--- src/rtl/fwq_pkg.sv ---
// Package for the futex wait queue table: sizes, status and operation codes,
// and the command record passed from the front end to the back end. No dependencies.
package fwq_pkg;
  localparam int unsigned MaxWaiters = 32;
  localparam int unsigned IdxBits    = $clog2(MaxWaiters);
  localparam int unsigned CntBits    = $clog2(MaxWaiters + 1);
  localparam int unsigned TaskBits   = 8;
  localparam int unsigned ResultLim  = 32;
  localparam int unsigned TotBits    = 6;
  localparam int unsigned QDepth     = 2;

  localparam logic [6:0] OpWait = 7'd0;
  localparam logic [6:0] OpWake = 7'd1;

  typedef enum logic [2:0] {
    StOk     = 3'd0,
    StInval  = 3'd1,
    StFault  = 3'd2,
    StAgain  = 3'd3,
    StNoMem  = 3'd4,
    StUnsup  = 3'd5
  } status_e;

  typedef enum logic [1:0] {
    CmdReply = 2'd0,
    CmdWait  = 2'd1,
    CmdWake  = 2'd2
  } cmd_kind_e;

  typedef struct packed {
    cmd_kind_e           kind;
    status_e             status;
    logic [31:0]         addr;
    logic [31:0]         mem_val;
    logic [31:0]         arg;
    logic [TaskBits-1:0] task_id;
    logic [5:0]          limit;
  } cmd_t;
endpackage

--- src/rtl/fwq_front.sv ---
// Front end of the futex wait queue table: classifies a request and pushes a
// command into a small queue. Depends on fwq_pkg.
module fwq_front (
  input  logic                     clk_i,
  input  logic                     rst_ni,
  input  logic                     start_i,
  input  logic [7:0]               opcode_i,
  input  logic [31:0]              word_address_i,
  input  logic                     access_fault_i,
  input  logic signed [31:0]       memory_value_i,
  input  logic signed [31:0]       argument_i,
  input  logic [7:0]               task_id_i,
  output logic                     busy_o,
  input  logic                     pop_i,
  output logic                     cmd_valid_o,
  output fwq_pkg::cmd_t            cmd_o
);
  import fwq_pkg::*;

  cmd_t                     q_mem [QDepth];
  logic [$clog2(QDepth)-1:0] wr_q, wr_d, rd_q, rd_d;
  logic [$clog2(QDepth):0]   cnt_q, cnt_d;
  cmd_t                     cmd;
  logic [6:0]               op;
  logic                     push;

  assign op = opcode_i[6:0];

  always_comb begin
    cmd         = '0;
    cmd.addr    = word_address_i;
    cmd.mem_val = memory_value_i;
    cmd.arg     = argument_i;
    cmd.task_id = task_id_i[TaskBits-1:0];
    cmd.kind    = CmdReply;
    cmd.status  = StOk;
    if (argument_i > 32'sd31) cmd.limit = 6'(ResultLim);
    else                      cmd.limit = argument_i[5:0];
    priority if (word_address_i == 32'd0 || word_address_i[1:0] != 2'd0) begin
      cmd.status = StInval;
    end else if (access_fault_i) begin
      cmd.status = StFault;
    end else if (op == OpWait) begin
      cmd.kind = CmdWait;
    end else if (op == OpWake) begin
      if (argument_i <= 32'sd0) cmd.kind = CmdReply;
      else                      cmd.kind = CmdWake;
    end else begin
      cmd.status = StUnsup;
    end
  end

  assign busy_o      = (cnt_q == ($clog2(QDepth)+1)'(QDepth));
  assign push        = start_i && !busy_o;
  assign cmd_valid_o = (cnt_q != '0);
  assign cmd_o       = q_mem[rd_q];

  always_comb begin
    wr_d  = push ? wr_q + 1'b1 : wr_q;
    rd_d  = pop_i ? rd_q + 1'b1 : rd_q;
    cnt_d = cnt_q + {{$clog2(QDepth){1'b0}}, push} - {{$clog2(QDepth){1'b0}}, pop_i};
  end

  always_ff @(posedge clk_i) begin
    if (push) q_mem[wr_q] <= cmd;
  end

  always_ff @(posedge clk_i or negedge rst_ni) begin
    if (!rst_ni) begin
      wr_q  <= '0;
      rd_q  <= '0;
      cnt_q <= '0;
    end else begin
      wr_q  <= wr_d;
      rd_q  <= rd_d;
      cnt_q <= cnt_d;
    end
  end

`ifndef SYNTH
  a_no_pop_empty: assert property (@(posedge clk_i) disable iff (!rst_ni)
    pop_i |-> cmd_valid_o) else $error("pop from empty command queue");
  a_cnt_bound: assert property (@(posedge clk_i) disable iff (!rst_ni)
    cnt_q <= ($clog2(QDepth)+1)'(QDepth)) else $error("queue count overflow");
  a_push_grows: assert property (@(posedge clk_i) disable iff (!rst_ni)
    (push && !pop_i) |=> cnt_q == $past(cnt_q) + 1'b1) else $error("push lost");
`endif
endmodule

--- src/rtl/fwq_back.sv ---
// Back end of the futex wait queue table: holds the waiter table and carries
// out wait appends and wake scans. Depends on fwq_pkg.
module fwq_back (
  input  logic                clk_i,
  input  logic                rst_ni,
  input  logic                cmd_valid_i,
  input  fwq_pkg::cmd_t       cmd_i,
  output logic                pop_o,
  output logic                done_o,
  output logic [2:0]          status_o,
  output logic                task_valid_o,
  output logic [7:0]          woken_task_o,
  output logic [5:0]          woken_total_o,
  output logic                last_o
);
  import fwq_pkg::*;

  typedef enum logic [2:0] {
    SIdle = 3'b001,
    SRead = 3'b010,
    SScan = 3'b100
  } state_e;

  logic [31:0]         addr_mem [MaxWaiters];
  logic [TaskBits-1:0] task_mem [MaxWaiters];

  state_e              st_q, st_d;
  logic [CntBits-1:0]  count_q, count_d;
  logic [CntBits-1:0]  rd_q, rd_d;
  logic [CntBits-1:0]  keep_q, keep_d;
  logic [5:0]          woken_q, woken_d;
  logic [5:0]          limit_q;
  logic [31:0]         addr_q;
  logic [31:0]         ra_q;
  logic [TaskBits-1:0] rt_q;
  logic                rv_q;   // registered read entry present
  logic                we;
  logic [IdxBits-1:0]  wa;
  logic [31:0]         wdat_a;
  logic [TaskBits-1:0] wdat_t;
  logic                take;
  logic                out_v_d, out_tv_d, out_last_d;
  logic [2:0]          out_st_d;
  logic [7:0]          out_task_d;
  logic [5:0]          out_tot_d;
  logic                rd_more;

  assign rd_more = (rd_q < count_q);
  assign take    = rv_q && (woken_q < limit_q) && (ra_q == addr_q);

  always_comb begin
    st_d = st_q; count_d = count_q; rd_d = rd_q; keep_d = keep_q; woken_d = woken_q;
    pop_o = 1'b0; we = 1'b0; wa = '0; wdat_a = ra_q; wdat_t = rt_q;
    out_v_d = 1'b0; out_tv_d = 1'b0; out_last_d = 1'b0; out_st_d = StOk;
    out_task_d = '0; out_tot_d = '0;
    unique case (st_q)
      SIdle: begin
        if (cmd_valid_i) begin
          pop_o = 1'b1;
          unique case (cmd_i.kind)
            CmdWait: begin
              out_v_d = 1'b1; out_last_d = 1'b1;
              if (count_q >= CntBits'(MaxWaiters)) out_st_d = StNoMem;
              else if (cmd_i.mem_val != cmd_i.arg) out_st_d = StAgain;
              else begin
                we = 1'b1; wa = count_q[IdxBits-1:0];
                wdat_a = cmd_i.addr; wdat_t = cmd_i.task_id;
                count_d = count_q + 1'b1;
              end
            end
            CmdWake: begin
              st_d = SRead; rd_d = '0; keep_d = '0; woken_d = '0;
            end
            default: begin
              out_v_d = 1'b1; out_last_d = 1'b1; out_st_d = cmd_i.status;
            end
          endcase
        end
      end
      SRead: begin
        st_d = SScan;
        if (rd_more) rd_d = rd_q + 1'b1;
      end
      SScan: begin
        if (rv_q) begin
          if (take) begin
            woken_d = woken_q + 1'b1;
            out_v_d = 1'b1; out_tv_d = 1'b1;
            out_task_d = 8'(rt_q); out_tot_d = woken_q + 1'b1;
          end else begin
            we = 1'b1; wa = keep_q[IdxBits-1:0];
            keep_d = keep_q + 1'b1;
          end
        end
        if (rd_more) rd_d = rd_q + 1'b1;
        if (!rv_q) begin
          // Table exhausted: finish the request.
          st_d = SIdle; count_d = keep_q;
          if (woken_q == '0) begin
            out_v_d = 1'b1; out_last_d = 1'b1;
          end
        end
      end
      default: st_d = SIdle;
    endcase
  end

  // Result register; each woken result is held until the next one or the end of the
  // scan, so that its last flag can be set once the rest are known not to match.
  logic               hold_v_q, hold_tv_q;
  logic [2:0]         hold_st_q;
  logic [7:0]         hold_task_q;
  logic [5:0]         hold_tot_q;
  logic               fin;

  assign fin = (st_q == SScan) && !rv_q;

  always_ff @(posedge clk_i) begin
    if (we) begin
      addr_mem[wa] <= wdat_a;
      task_mem[wa] <= wdat_t;
    end
    ra_q <= addr_mem[rd_q[IdxBits-1:0]];
    rt_q <= task_mem[rd_q[IdxBits-1:0]];
  end

  always_ff @(posedge clk_i or negedge rst_ni) begin
    if (!rst_ni) begin
      st_q <= SIdle; count_q <= '0; rd_q <= '0; keep_q <= '0; woken_q <= '0;
      limit_q <= '0; addr_q <= '0; rv_q <= 1'b0;
      hold_v_q <= 1'b0; hold_tv_q <= 1'b0;
      hold_st_q <= '0; hold_task_q <= '0; hold_tot_q <= '0;
      done_o <= 1'b0; status_o <= '0; task_valid_o <= 1'b0; woken_task_o <= '0;
      woken_total_o <= '0; last_o <= 1'b0;
    end else begin
      st_q <= st_d; count_q <= count_d; rd_q <= rd_d; keep_q <= keep_d;
      woken_q <= woken_d;
      if (st_q == SIdle && cmd_valid_i) begin
        limit_q <= cmd_i.limit; addr_q <= cmd_i.addr;
      end
      rv_q <= (st_q != SIdle) && (st_d != SIdle) && rd_more;
      done_o <= 1'b0; last_o <= 1'b0;
      if (out_v_d && out_tv_d) begin
        // A new woken result pushes out any held one.
        if (hold_v_q) begin
          done_o <= 1'b1; status_o <= hold_st_q; task_valid_o <= hold_tv_q;
          woken_task_o <= hold_task_q; woken_total_o <= hold_tot_q; last_o <= 1'b0;
        end
        hold_v_q <= 1'b1; hold_tv_q <= 1'b1; hold_st_q <= StOk;
        hold_task_q <= out_task_d; hold_tot_q <= out_tot_d;
      end else if (fin && hold_v_q) begin
        done_o <= 1'b1; status_o <= hold_st_q; task_valid_o <= 1'b1;
        woken_task_o <= hold_task_q; woken_total_o <= hold_tot_q; last_o <= 1'b1;
        hold_v_q <= 1'b0;
      end else if (out_v_d) begin
        done_o <= 1'b1; status_o <= out_st_d; task_valid_o <= 1'b0;
        woken_task_o <= '0; woken_total_o <= '0; last_o <= out_last_d;
      end
    end
  end

`ifndef SYNTH
  a_count_bound: assert property (@(posedge clk_i) disable iff (!rst_ni)
    count_q <= CntBits'(MaxWaiters)) else $error("waiter count overflow");
  a_woken_bound: assert property (@(posedge clk_i) disable iff (!rst_ni)
    woken_q <= limit_q || st_q == SIdle) else $error("woke past limit");
  a_pop_idle: assert property (@(posedge clk_i) disable iff (!rst_ni)
    pop_o |-> st_q == SIdle) else $error("command taken while busy");
  a_scan_shrinks: assert property (@(posedge clk_i) disable iff (!rst_ni)
    (st_q == SScan && st_d == SIdle) |=> count_q <= $past(count_q))
    else $error("wake grew the table");
`endif
endmodule

--- src/rtl/futex_wait_queue_table.sv ---
// Top level of the futex wait queue table: front end, command queue and back
// end that holds the waiter table. Depends on fwq_pkg, fwq_front, fwq_back.
//
//  Channel   Direction  Handshake            Beat contents
//  request   in         start_i & !busy_o    opcode, address, fault, values, task
//  result    out        done_o (no stall)    status, task_valid, task, total, last
//
// A wait, an error or an empty wake yields its single result once it has passed
// through the command queue and the result register. A wake with a positive count
// scans the whole table, one entry a cycle through the registered read port, and
// its final beat, with last_o set, follows once all waiters held have been read.
// The front end queues up to two requests, so busy_o rises only when both slots
// hold commands the back end has not yet taken. Reset (rst_ni low) empties the
// table and the queue; no clearing pass is needed. Results cannot be stalled.
module futex_wait_queue_table (
  input  logic              clk_i,
  input  logic              rst_ni,
  input  logic              start_i,
  output logic              busy_o,
  input  logic [7:0]        opcode_i,
  input  logic [31:0]       word_address_i,
  input  logic              access_fault_i,
  input  logic signed [31:0] memory_value_i,
  input  logic signed [31:0] argument_i,
  input  logic [7:0]        task_id_i,
  output logic              done_o,
  output logic [2:0]        status_o,
  output logic              task_valid_o,
  output logic [7:0]        woken_task_o,
  output logic [5:0]        woken_total_o,
  output logic              last_o
);
  import fwq_pkg::*;

  cmd_t cmd;
  logic cmd_valid;
  logic pop;

  fwq_front u_front (
    .clk_i, .rst_ni, .start_i, .opcode_i, .word_address_i, .access_fault_i,
    .memory_value_i, .argument_i, .task_id_i, .busy_o,
    .pop_i(pop), .cmd_valid_o(cmd_valid), .cmd_o(cmd)
  );

  fwq_back u_back (
    .clk_i, .rst_ni, .cmd_valid_i(cmd_valid), .cmd_i(cmd), .pop_o(pop),
    .done_o, .status_o, .task_valid_o, .woken_task_o, .woken_total_o, .last_o
  );
endmodule
--- config.mk ---
export PLATFORM = sky130hd
export DESIGN_NAME = futex_wait_queue_table
export DESIGN_NICKNAME = d
export VERILOG_FILES = /design/src/rtl/fwq_pkg.sv /design/src/rtl/fwq_front.sv /design/src/rtl/fwq_back.sv /design/src/rtl/futex_wait_queue_table.sv
export SDC_FILE = /design/constraint.sdc
export NUM_CORES = 2
export LEC_CHECK = 0
export BUFFER_PORTS_ARGS = -buffer_cell sky130_fd_sc_hd__clkbuf_2
export CORE_MARGIN = 2
export CORE_UTILIZATION = 40
export DETAILED_ROUTE_END_ITERATION = 8
export PLACE_DENSITY_LB_ADDON = 0.12
export RECOVER_POWER = 25
export SYNTH_ARGS = -nofsm -noshare
export SYNTH_HDL_FRONTEND = slang
export SYNTH_SLANG_ARGS = --single-unit
--- constraint.sdc ---
create_clock -name clk_i -period 7 [get_ports clk_i]
set_clock_uncertainty 0.2 [all_clocks]
set_input_delay 1.4 -clock clk_i [delete_from_list [all_inputs] [get_ports clk_i]]
set_output_delay 1.4 -clock clk_i [all_outputs]
set_load 0.005 [all_outputs]
== Word level (Yosys, flattened, before mapping) ==
Memories as Yosys holds them, arrays and structs flattened. A register that Yosys moved wholly into a read port is not among the register bits.
Cells that the tools add are included.
W data, S select, Z words.

* Bits in registers: 106
* Bits in latches: 0
* Bits in read-only memories: 0
* Output and inout bits: 21
* Memories: 3
* Input port bits: 116
* RAM bits: 1510

{| class="wikitable"
|+ Memories
! name !! depth !! bits a word !! rd ports !! clocked after memory_dff !! write ports !! line !! RTL
|-
| u_back.addr_mem || 32 || 32 || 1 || 1 || 1 || fwq_back.sv:24 || <nowiki>logic [31:0] addr_mem [MaxWaiters];</nowiki>
|-
| u_back.task_mem || 32 || 8 || 1 || 1 || 1 || fwq_back.sv:25 || <nowiki>logic [TaskBits-1:0] task_mem [MaxWaiters];</nowiki>
|-
| u_front.q_mem || 2 || 115 || 1 || 0 || 1 || fwq_front.sv:20 || <nowiki>cmd_t q_mem [QDepth];</nowiki>
|}

* Add/subtract/negate cells: 8
* Reductions and logical operators: 27
* Eq/ne operators: 22
* Multiply operators: 0
* Shifts and indexed selects: 0
* Mux-type cells: 107
* Bitwise gates (word level): 0
* $lt $le $gt $ge: 5
* Divide/modulo/power cells: 0

{| class="wikitable"
|+ Operators with widths
! operator !! count
|-
| $mux W32 || 5
|-
| $mux W6 || 20
|-
| $mux W8 || 12
|-
| $pmux W6 S2 || 4
|-
| $mux W3 || 14
|-
| $mux W1 || 34
|-
| $eq A32 B32 Y1 || 1
|-
| $gt A32 B6 Y1 const B || 1
|-
| $le A32 B1 Y1 const B || 1
|-
| $logic_not A32 Y1 || 1
|-
| $ne A32 B32 Y1 || 1
|-
| $mux W5 || 6
|-
| $add A6 B1 Y6 const B || 4
|-
| $lt A6 B6 Y1 || 2
|-
| $mux W2 || 6
|-
| $ne A2 B2 Y1 const B || 6
|-
| $ne A2 B1 Y1 const B || 5
|-
| $pmux W5 S2 || 1
|-
| $reduce_and A5 Y1 || 2
|-
| $reduce_bool A2 Y1 || 5
|-
| $logic_and A1 B1 Y1 || 9
|-
| $pmux W3 S3 || 1
|-
| $eq A7 B1 Y1 const B || 1
|-
| $logic_not A7 Y1 || 1
|-
| other kinds (20) || 26
|}

== Logic depth before layout (Yosys ltp) ==
* Depth after elaboration: 11
* Gate-level depth with buffers: 12

== By module ==
From an unflattened synthesis, not the netlist that was laid out.

* Cells, all modules: 2964
* Area total of the unflattened synthesis: 63855.0 µm²

{| class="wikitable"
|+ Modules (own cells, without submodules)
! module !! cells each !! seq. area each (µm²) !! area an instance (µm²) !! times used
|-
| fwq_back || 2543 || 41791.3 || 55112.9 || 1
|-
| fwq_front || 421 || 7006.7 || 8742.1 || 1
|}

== Least setup slack after synthesis ==
Ideal clock, no wire load.

* Path type: in2reg
* Start point: input start_i
* End point: memory u_front.q_mem[0][0] (netlist name) (enable)
* Library setup time: 590 ps
* Buffers on the path: 0
* Stages on the path: 2
* Arrival time: 6271 ps
* Slack: -61 ps
* Cells stage by stage: nand2_1 nor2_1

* Cells in the longest elaborated chain, start to end: 3

{| class="wikitable"
|+ Ends and longest elaborated chain
! item !! line !! RTL
|-
| start: declaration || futex_wait_queue_table.sv:18 || <nowiki>input logic start_i,</nowiki>
|-
| $logic_and A1 B1 Y1 || fwq_front.sv:54 || <nowiki>assign push = start_i && !busy_o;</nowiki>
|-
| $mux W1 || fwq_front.sv:65 || <nowiki>if (push) q_mem[wr_q] <= cmd;</nowiki>
|-
| $mux W1 (not written as such) || fwq_front.sv:65 ||
|-
| end: declaration || fwq_front.sv:20 ||
|}

Every way passes these cells.

== Final worst setup path ==
* Start point: memory u_front.q_mem[1][71] (netlist name)
* End point: memory u_back.task_mem[31][4] (enable)

* Cells in the longest elaborated chain, start to end: 9
* Elaborated cells on any way between the ends: 14
* Classes of those cells: 1 x eq/ne; 12 x mux; 1 x memory

{| class="wikitable"
|+ Ends and longest elaborated chain
! item !! line !! RTL
|-
| $mem_v2 Z2 W115 * || n/a ||
|-
| $ne A32 B32 Y1 * || fwq_back.sv:64 || <nowiki>else if (cmd_i.mem_val != cmd_i.arg) out_st_d = StAgain;</nowiki>
|-
| $mux W1 || fwq_back.sv:64 ||
|-
| $mux W1 || fwq_back.sv:63 || <nowiki>if (count_q >= CntBits'(MaxWaiters)) out_st_d = StNoMem;</nowiki>
|-
| $mux W1 || fwq_back.sv:60 || <nowiki>unique case (cmd_i.kind)</nowiki>
|-
| $mux W1 || fwq_back.sv:58 || <nowiki>if (cmd_valid_i) begin</nowiki>
|-
| $pmux W1 S2 || fwq_back.sv:56 || <nowiki>unique case (st_q)</nowiki>
|-
| $mux W1 || fwq_back.sv:119 || <nowiki>if (we) begin</nowiki>
|-
| $mux W1 (not written as such) || fwq_back.sv:121 || <nowiki>task_mem[wa] <= wdat_t;</nowiki>
|-
| end: declaration || fwq_back.sv:25 ||
|}

Mark *: on every way between the ends. The rest lies on a longest branch, timed or not.

==> qor.txt <==
Core Footprint: 158000 µm²
Synth async-reset ratio: 6.40%
Mapped Area: 63300 µm²
Core Rows: 146
Max-slew headroom: -171%
I/O Buffers: 135
Detail Route Antenna Nets: 0
metal2 WL: 75700 µm
main combinational cell family by area after synthesis: multiplexers
hold_buf cts: 0
mux share of post-synthesis cell area: 16.0%
CP Cell Sequence: xor2_1 > nor4_1 > nand4_1 > nor4_1 > o211ai_1 > buf_4 > a2bb2o_1 > a21boi_2 > nor2b_4 > buf_4
Die Y-Extent: 402 µm
Post-CTS Resized: 0
Worst Tran Pin Value: 4.07 ns
crit share post-route: 84.2%
CTS tree: built
Pleak: 22.9 nW
Mapped Nets: 3080
Flop pwr share: 48.7%
endpoints failing setup: 0
peak per-stage delay on the critical path: 0.90 ns
CTS sink count: 1656
CP Max Fanout: 34
Initial DRC Count: 3336
Total Wirelength: 160000 µm
RSZ-0062 raised after global routing: false
HP Start: u_back.hold_tv_q$_DFFE_PN0P_
Netlist cell types: 65
uppermost routed layer: met5
IR drop worst, VDD: 0.284 mV
Top Ports: 137
cell area after layout: 72700 µm²
Synth Area in Compound Gates: 1.68%
vias per std cell: 5.54
CP Launch Type: register
Seq/Total Area, Yosys: 77.1%
Final Hold Vio Count: 0
post-CTS setup buffer count: 0
setup ws final: 1.11 ns
Met3 Wirelength: 10600 µm
switching power: 6.32 mW
Clock Path Buffers: 3
Syn Inst Count: 2944
clk root buf: clkbuf_16
Seq cells post-synth: 1656
violated checks: capacitance limit, slew limit
H-tree Lvls: 4
pre-CTS WS: 1.59 ns
grt ovf: 0
Min Clock Period, post-route: 5.89 ns
die area: 162000 µm²
Setup TNS Final: 0 ns
status: finished with violations
Post-DP HPWL: 87100 µm
Power Internal: 18.5 mW
slowest CP cell: nor4_1
clock latency on the worst-skew pair: 0.80 ns
Global Route Usage Sum: 19.9%
Adder-Cell Fraction of Synth Area: 0.395%
width of the die: 402 µm
Reg2Reg Launch Point: u_front.q_mem[1][71]$_DFFE_PP_
Clock transition at path regs: 0.06 ns
worst hold path class: register to register
fraction of layout cells with a size suffix above 1: 25.4%
Post-synth EDFFs: 1510
Mean Syn Cell Area: 21.5 µm²
fin nets: 3365
clock power share: 36.5%
critical path endpoint category: register
Pre-antenna DRT Iters: 5
Max-Cap Viols: 6
Post-route DRC: 0
CP required: 7.18 ns
top_reg_cell synth: edfxtp_1
crit path kind: register to register
critical path arrival: 6.07 ns
routability congestion estimate: 0.781
vias after detailed routing: 30202
initial core utilization: 40.1%
largest net degree at the start of global routing: 105
initial antenna violation count: 10
CP startpoint: u_front.q_mem[1][71]$_DFFE_PP_
Placed Area: 67400 µm²
Max Slew Vio Count: 442
Power Dens Cells: 342 nW/µm²
metal1 wirelength: 70000 µm
first-pass GRT wire length: 227000 µm
sw frac: 25.4%
fmax: 170 MHz
Synth Area in Simple Gates: 2.35%
vias in the first global route: 31243
post-synthesis xor/xnor area fraction: 1.48%
yosys warns: 0
Combinational Power Share: 14.8%
Area growth, synth to finish: 14.9%
CTS Buf Count: 175
routed wire length per instance: 29.4 µm
## cell usage in the layout (no fill, tap or decap), types with 20 or more instances in the layout
cell type | synthesis | routed
edfxtp_1 | 1510 | 1510
mux4_2 | 400 | 400
clkbuf_1 | 91 | 185
clkbuf_16 | 0 | 177
nand2_1 | 139 | 140
dfrtp_1 | 105 | 100
xor2_1 | 88 | 88
o21ai_0 | 116 | 83
buf_4 | 0 | 82
mux2i_1 | 52 | 52
mux2_2 | 52 | 52
dfxtp_1 | 40 | 40
nor4_1 | 37 | 38
o21ai_1 | 2 | 34
clkinv_1 | 0 | 30
inv_1 | 29 | 29
nor2_4 | 0 | 28
clkinv_2 | 0 | 28
nor2_1 | 49 | 25
ha_1 | 20 | 20
## stage by stage
step	power (mW)	utilization (%)	cells	hold slack, ns
6_report	24.9	46.1	5454	0.259
5_1_grt	25.9	46.1	5453	0.283
4_1_cts	25.2	46.3	5453	0.264
3_5_place_dp	16.1	42.7	5124	0.249
3_3_place_gp	16.0	42.7	5124	0.249
2_1_floorplan	14.8	-	2944	0.234
## state kept, by name, indices dropped and copies added, names as in the netlist, 8 cells and up
| register | count |
|---|---|
| u_back.hold_task_q | 8 |
| u_back.addr_q | 32 |
| u_back.woken_task_o | 8 |
| u_front.q_mem | 230 |
| u_back.ra_q | 32 |
| u_back.addr_mem | 1024 |
| u_back.rt_q | 8 |
| u_back.task_mem | 256 |
## layer usage
metal	vias to the layer above	global-route usage, %
li1	12716	-
met1	16237	28.4
met2	974	31.1
met3	263	4.15
met4	12	5.44
met5	-	0
## layout make-up
class                      count  area, µm²
fill                       13222      85100
inverter                      29        109
tap                         2072       2590
sequential                  1656      48800
clock buffer                 240       4750
antenna                        1       2.50
multi-input combinational   1123      14100
clock inverter                89        907
timing repair buffer         244       1500
## final timing paths
kind / endpoint / slack (ns) / cells past startpoint
max: u_back.task_mem[31][4]$_DFFE_PP_ / 1.11 / 10
max reg2reg: u_back.task_mem[31][4]$_DFFE_PP_ / 1.11 / 10
min in group asynchronous: u_back.woken_task_o[5]$_DFFE_PN0P_ / 1.84 / 1
min: u_back.hold_tv_q$_DFFE_PN0P_ / 0.26 / 1
min reg2reg: u_back.hold_tv_q$_DFFE_PN0P_ / 0.26 / 1
max in group asynchronous: u_back.rd_q[4]$_DFFE_PN0P_ / 1.92 / 1
## cell usage after synthesis, drive strengths merged, types with 16 or more instances
| master | count | area [µm²] |
|---|---|---|
| buf | 45 | 220 |
| dfxtp | 40 | 801 |
| mux4 | 400 | 9010 |
| inv | 29 | 109 |
| xor2 | 88 | 771 |
| a21oi | 18 | 93.8 |
| nand3 | 16 | 80.1 |
| nand2 | 140 | 528 |
| ha | 20 | 250 |
| mux2i | 52 | 521 |
| mux2 | 52 | 586 |
| nor2 | 53 | 209 |
| clkbuf | 91 | 342 |
| dfrtp | 105 | 2630 |
| xnor2 | 19 | 166 |
| nor4 | 39 | 265 |
| edfxtp | 1510 | 45300 |
| o21ai | 118 | 591 |
## critical path: cells and delay by family, from the launching register on
family	cells	cell delay, ns
simple gates	4	2.27
flops	1	0.38
compound gates	3	1.18
buf+inv	2	1.19
xor+xnor	1	0.17
## power by group through the flow
| stage | sequential (mW) | combinational [mW] | clock, mW |
|---|---|---|---|
| final | 12.1 | 3.68 | 9.07 |
| after global routing | 12.2 | 4.04 | 9.67 |
| after CTS | 12.1 | 3.80 | 9.29 |
| after detailed placement | 12.3 | 3.79 | 0 |
| after global placement | 12.3 | 3.70 | 0 |
| after floorplan | 12.2 | 2.66 | 0 |
## cells by family (layout without fill, tap and decap cells)
logic type               Yosys count  count (layout)
flip-flops                      1656            1656
multiplexers                     504             504
buffers and inverters            165             602
AND/OR/NAND/NOR                  311             311
other                              0               1
adder cells (fa/ha/maj)           20              20
AO/OA/AOI/OAI                    181             181
XOR/XNOR                         107             107
Power figures use the tool's default switching activity.
